$ cat src/sv/jse_pkg.sv
// Types, constants and escape functions for the string byte escaper.
package jse_pkg;

    localparam int IDX_W = 3;

    localparam logic MODE_STRING  = 1'b0;
    localparam logic MODE_PERCENT = 1'b1;

    localparam logic [7:0] CH_BSL     = 8'h5c;
    localparam logic [7:0] CH_QUOTE   = 8'h22;
    localparam logic [7:0] CH_PERCENT = 8'h25;
    localparam logic [7:0] CH_U       = 8'h75;
    localparam logic [7:0] CH_ZERO    = 8'h30;
    localparam logic [7:0] CH_A_LOW   = 8'h61;
    localparam logic [7:0] CTRL_FIRST = 8'h07;
    localparam logic [7:0] CTRL_LAST  = 8'h0d;
    localparam logic [7:0] UNI_LAST   = 8'h1f;

    localparam logic [IDX_W-1:0] LEN_ONE = 3'd1;
    localparam logic [IDX_W-1:0] LEN_TWO = 3'd2;
    localparam logic [IDX_W-1:0] LEN_UNI = 3'd6;

    typedef struct packed {
        logic [7:0] in_byte;
        logic       string_end;
    } jse_in_t;

    typedef struct packed {
        logic [7:0] out_byte;
        logic       run_last;
        logic       string_end_out;
    } jse_out_t;

    function automatic logic [7:0] hex_digit(input logic [3:0] nib);
        logic [7:0] r;
        if (nib < 4'd10) begin
            r = CH_ZERO + {4'd0, nib};
        end else begin
            r = CH_A_LOW + {4'd0, nib} - 8'd10;
        end
        return r;
    endfunction

    function automatic logic [7:0] ctrl_letter(input logic [7:0] b);
        logic [7:0] r;
        case (b[3:0])
            4'h7:    r = 8'h61;
            4'h8:    r = 8'h62;
            4'h9:    r = 8'h74;
            4'ha:    r = 8'h6e;
            4'hb:    r = 8'h76;
            4'hc:    r = 8'h66;
            default: r = 8'h72;
        endcase
        return r;
    endfunction

    function automatic logic [IDX_W-1:0] run_len(input logic mode, input logic [7:0] b);
        logic [IDX_W-1:0] r;
        r = LEN_ONE;
        if (mode == MODE_STRING) begin
            if (b == CH_BSL || b == CH_QUOTE) begin
                r = LEN_TWO;
            end else if (b >= CTRL_FIRST && b <= CTRL_LAST) begin
                r = LEN_TWO;
            end else if (b != 8'd0 && b <= UNI_LAST) begin
                r = LEN_UNI;
            end
        end else if (b == CH_PERCENT) begin
            r = LEN_TWO;
        end
        return r;
    endfunction

    function automatic logic [7:0] run_byte(input logic mode, input logic [7:0] b,
                                            input logic [IDX_W-1:0] idx);
        logic [7:0] r;
        r = b;
        if (mode == MODE_STRING) begin
            if (b == CH_BSL || b == CH_QUOTE) begin
                r = (idx == '0) ? CH_BSL : b;
            end else if (b >= CTRL_FIRST && b <= CTRL_LAST) begin
                r = (idx == '0) ? CH_BSL : ctrl_letter(b);
            end else if (b != 8'd0 && b <= UNI_LAST) begin
                case (idx)
                    3'd0:    r = CH_BSL;
                    3'd1:    r = CH_U;
                    3'd2:    r = CH_ZERO;
                    3'd3:    r = CH_ZERO;
                    3'd4:    r = hex_digit(b[7:4]);
                    default: r = hex_digit(b[3:0]);
                endcase
            end
        end
        return r;
    endfunction

endpackage

$ cat src/sv/json_string_byte_escaper.sv
// Top level of the string byte escaper: input hold register, run counter, output register.
//
// Takes one string byte per transfer and sends its escaped form one byte per
// transfer. A byte that passes through unchanged is sent as it is, so plain text
// flows at one byte per cycle while m_ready stays high; a byte that expands to N output
// bytes (2 for two-character escapes and percent doubling, 6 for the \u00xx form)
// holds the input while the run counter steps through the escape sequence.
// The input accepts a new byte in the same cycle that the last byte of the
// current run moves into the output register. The escape mode (mode_reg) is written
// through the cfg channel; the user must write it only while no transfer is in flight,
// as the block does not enforce this; 0 selects string escapes, 1 percent doubling.
module json_string_byte_escaper
    import jse_pkg::*;
(
    input  logic     aclk,
    input  logic     aresetn,
    input  logic     s_valid,
    output logic     s_ready,
    input  jse_in_t  s_data,
    output logic     m_valid,
    input  logic     m_ready,
    output jse_out_t m_data,
    input  logic     cfg_valid,
    output logic     cfg_ready,
    input  logic     cfg_data
);

    logic             mode_reg;
    logic             cur_valid_reg;
    logic [7:0]       cur_byte_reg;
    logic             cur_end_reg;
    logic [IDX_W-1:0] idx_reg;
    logic             m_valid_reg;
    jse_out_t         m_data_reg;

    logic [IDX_W-1:0] len;
    logic             emit;
    logic             last;

    assign len       = run_len(mode_reg, cur_byte_reg);
    assign emit      = cur_valid_reg && (!m_valid_reg || m_ready);
    assign last      = (idx_reg == len - LEN_ONE);
    assign s_ready   = !cur_valid_reg || (emit && last);
    assign cfg_ready = 1'b1;
    assign m_valid   = m_valid_reg;
    assign m_data    = m_data_reg;

    always_ff @(posedge aclk) begin
        if (!aresetn) begin
            mode_reg      <= MODE_STRING;
            cur_valid_reg <= 1'b0;
            idx_reg       <= '0;
            m_valid_reg   <= 1'b0;
        end else begin
            if (cfg_valid && cfg_ready) begin
                mode_reg <= cfg_data;
            end
            if (s_valid && s_ready) begin
                cur_valid_reg <= 1'b1;
                idx_reg       <= '0;
            end else if (emit && last) begin
                cur_valid_reg <= 1'b0;
                idx_reg       <= '0;
            end else if (emit) begin
                idx_reg <= idx_reg + LEN_ONE;
            end
            if (emit) begin
                m_valid_reg <= 1'b1;
            end else if (m_ready) begin
                m_valid_reg <= 1'b0;
            end
        end
    end

    always_ff @(posedge aclk) begin
        if (s_valid && s_ready) begin
            cur_byte_reg <= s_data.in_byte;
            cur_end_reg  <= s_data.string_end;
        end
        if (emit) begin
            m_data_reg.out_byte       <= run_byte(mode_reg, cur_byte_reg, idx_reg);
            m_data_reg.run_last       <= last;
            m_data_reg.string_end_out <= last && cur_end_reg;
        end
    end

`ifndef SYNTHESIS
    a_idx_in_run: assert property (@(posedge aclk) disable iff (!aresetn)
        cur_valid_reg |-> idx_reg < len)
        else $error("run index past run length");

    a_end_on_last: assert property (@(posedge aclk) disable iff (!aresetn)
        m_valid && m_data.string_end_out |-> m_data.run_last)
        else $error("string end flagged on non-final run byte");

    a_hold_input: assert property (@(posedge aclk) disable iff (!aresetn)
        cur_valid_reg && !(emit && last) |-> !s_ready)
        else $error("input taken mid-run");

    a_run_continues: assert property (@(posedge aclk) disable iff (!aresetn)
        m_valid && m_ready && !m_data.run_last |=> m_valid)
        else $error("run broken before its last byte");
`endif

endmodule
$ cat config.mk
export PLATFORM = sky130hd
export DESIGN_NAME = json_string_byte_escaper
export DESIGN_NICKNAME = d
export VERILOG_FILES = /design/src/sv/jse_pkg.sv /design/src/sv/json_string_byte_escaper.sv
export SDC_FILE = /design/constraint.sdc
export NUM_CORES = 1
export LEC_CHECK = 0
export BUFFER_PORTS_ARGS = -buffer_cell sky130_fd_sc_hd__buf_4
export CAP_MARGIN = 25
export CORE_ASPECT_RATIO = 1.5
export CORE_MARGIN = 4
export CORE_UTILIZATION = 52
export CTS_CLUSTER_SIZE = 28
export DETAILED_ROUTE_END_ITERATION = 7
export PLACE_DENSITY_LB_ADDON = 0.2
export REMOVE_ABC_BUFFERS = 1
export SKIP_CTS_REPAIR_TIMING = 1
export SYNTH_ARGS = -nofsm -noshare
export SYNTH_HDL_FRONTEND = slang
export SYNTH_SLANG_ARGS = --single-unit
$ cat constraint.sdc
create_clock -name aclk -period 4.1 [get_ports aclk]
set_clock_uncertainty 0.05 [all_clocks]
set_input_delay 0.41 -clock aclk [delete_from_list [all_inputs] [get_ports aclk]]
set_output_delay 0.41 -clock aclk [all_outputs]
set_load 0.005 [all_outputs]
==> impl_metrics.ini <==
[logic_synthesis]
synth_common_cells = 19 x edfxtp_1, 16 x nand2_1, 15 x o21ai_0
synth_adder_area_share_pct = 7.519
synthSimpleGateAreaFrac_pct = 19.17
synth_area_leader_cell = edfxtp_1
synth_most_common_cell = edfxtp_1
ys_seq_elements = 25
synth_top_family_by_area = compound AO/OA/AOI/OAI gates
synth_xor_area_share_pct = 2.105
post_synth.cell_area_avg_um2 = 9.905
synth_edf_count = 19
synth_top_cell_area_share_pct = 34.29
synthCells = 168
synth_compound_area_share_pct = 21.35
synth_top_flop_cell = edfxtp_1
seq_area_frac_synth_pct = 41.50
synthTopCellsByArea = edfxtp_1 34%, ha_1 7.5%, dfxtp_1 7.2%
synth.distinct_cells = 46
synth_mux_area_share_pct = 3.008
yosysWarnings = 0
synthArstFlopShare_pct = 0
netlist_area_um2 = 1664

[flow_run]
max-cap-violations = 0

[timing]
setup_viol = 0
rsz0062_at_grt = no
slew_violations = 0
tns_ps = 0
finalCriticalPeriod_ps = 3399
finalCritPeriodShare_pct = 82.89
worstMarginPinSlew_ps = 551.5
timing.fmax_ghz = 0.2942
hold_violations = 0
relSlewSlack_pct = 63.19
hold_ws_ps = 269.7

[die]
num_rows = 24
core_um2 = 3003
io_pins = 28
fp.dieW_um = 54.19
fp.dieArea_um2 = 4188
die_h_um = 77.29
start_util_pct = 55.42

[drt]
vias = 1362
dr.pass1.iters = 4
ant_nets = 0
routedWlPerCell_um = 16.96
drc = 0
viasPerCell = 5.948
drtIter0Drc = 28
wirelength_um = 3883

[clock_network]
cts_tree = done
cts_root_buf = clkbuf_8
clkTransAtPathRegs_ps = 80
clk_path_buf_depth = 2
htreeDepth = 1
cts_made_buffers = 3
clkSinkCount = 25
clock_latency_ps = 270

[worst_setup_path]
worst-endpoint-required_ps = 3640
cp-end-kind = primary output
critPathKind = reg -> out
startpoint_type = register
arrival_ps = 2940
cp_max_fo = 8

[layout]
drive_gt1_share_pct = 19.47
largest_reg_flops = 10
nNetsFinal = 216
final_area_um2 = 1921
utilization_pct = 63.96
antenna_cells = 0
area_growth_pct = 15.41

[placed_design]
portBuffers = 26
dp_hpwl_um = 3064
dpl_cell_area_um2 = 1872
place_congestion = 0.9474

[status]
outcome = finished, final reports clean

[grt]
grt_max_degree = 18
grt_pass1_wl_um = 6368
grt.total_usage_pct = 20.70
grt_pass1_vias = 1306
antenna_found_initial = 0
grt_overflow = 0

[pwr]
power_w = 0.0005919
p_leak_nw = 0.7190
cellPowerDensity_nw_per_um2 = 308.2
vdd_drop_max_mv = 0.2714

[worst_hold_path]
hold_class = in -> reg
-- logic make-up after synthesis --
logic type / after synthesis
multiplexers: 5
buffers and inverters: 20
XOR/XNOR: 4
flip-flops: 25
other: 1
AND/OR/NAND/NOR: 56
adder cells (fa/ha/maj): 10
AO/OA/AOI/OAI: 47
-- worst max-delay path: stages, from the launching register on --
cell       delay [ps]
edfxtp_1          520
inv_1             140
ha_1              250
nor4bb_1          180
a2111oi_4         590
nor4b_4           340
nand3_2           120
o221ai_4          280
a21o_1            160
buf_4             100
-- path summary, 6_finish.rpt --
path	start	endpoint	slack, ps	depth (start not counted)
hold reg to reg	cur_end_reg	m_data[0]	480	1
hold / removal	s_data[8]	cur_byte_reg[7]	270	1
setup / recovery	cur_byte_reg[5]	s_ready	700	9
setup reg to reg	cur_byte_reg[5]	cur_byte_reg[0]	880	8
-- per-stage QoR --
stage | instances | setup slack [ps]
after floorplan | 159 | 1274
after global placement | 225 | 1020
after detailed placement | 225 | 900.2
after CTS | 229 | 737.2
after global routing | 229 | 503.1
final | 229 | 701.4
-- area by class of cell --
class | instances | area [µm²]
clock buffers | 3 | 41.29
clock inverters | 1 | 7.507
fillers | 270 | 1082
inverters | 11 | 41.29
multi-input cells | 123 | 888.4
flip-flops and latches | 25 | 690.7
well taps | 39 | 48.80
repair buffers | 27 | 202.7
-- placed cells by master (no fill, tap or decap), drive strengths merged, types with 2 or more instances in the layout --
| master | synthesis | routed |
|---|---|---|
| and2 | 2 | 2 |
| o22ai | 2 | 2 |
| nand2 | 16 | 16 |
| o221ai | 3 | 3 |
| edfxtp | 19 | 19 |
| xnor2 | 4 | 4 |
| nand2b | 3 | 3 |
| o22a | 2 | 2 |
| nor2 | 9 | 9 |
| dfxtp | 6 | 6 |
| buf | 4 | 27 |
| nor3b | 2 | 2 |
| clkbuf | 5 | 3 |
| nor3 | 4 | 4 |
| a21boi | 2 | 2 |
| o21ai | 15 | 15 |
| o211ai | 2 | 2 |
| nor2b | 6 | 6 |
| nand3 | 8 | 8 |
| mux2i | 5 | 5 |
| a21oi | 8 | 8 |
| ha | 10 | 10 |
| a21o | 2 | 2 |
| inv | 11 | 11 |
-- power breakdown --
| group | switching (W) | internal, W | total [W] |
|---|---|---|---|
| sequential | 0.0000233 | 0.000297 | 0.000320 |
| combinational | 0.0000665 | 0.0000597 | 0.000126 |
| clock | 0.0000771 | 0.0000687 | 0.000146 |
-- layer usage --
layer	global-route usage [%]	vias to the layer above	routed length (µm)
met2	34.05	47	2089
met4	10.47	0	176
met3	3.876	13	193
met5	0	-	0
li1	-	658	-
met1	24.44	644	1423
(Power assumes the default switching activity.)
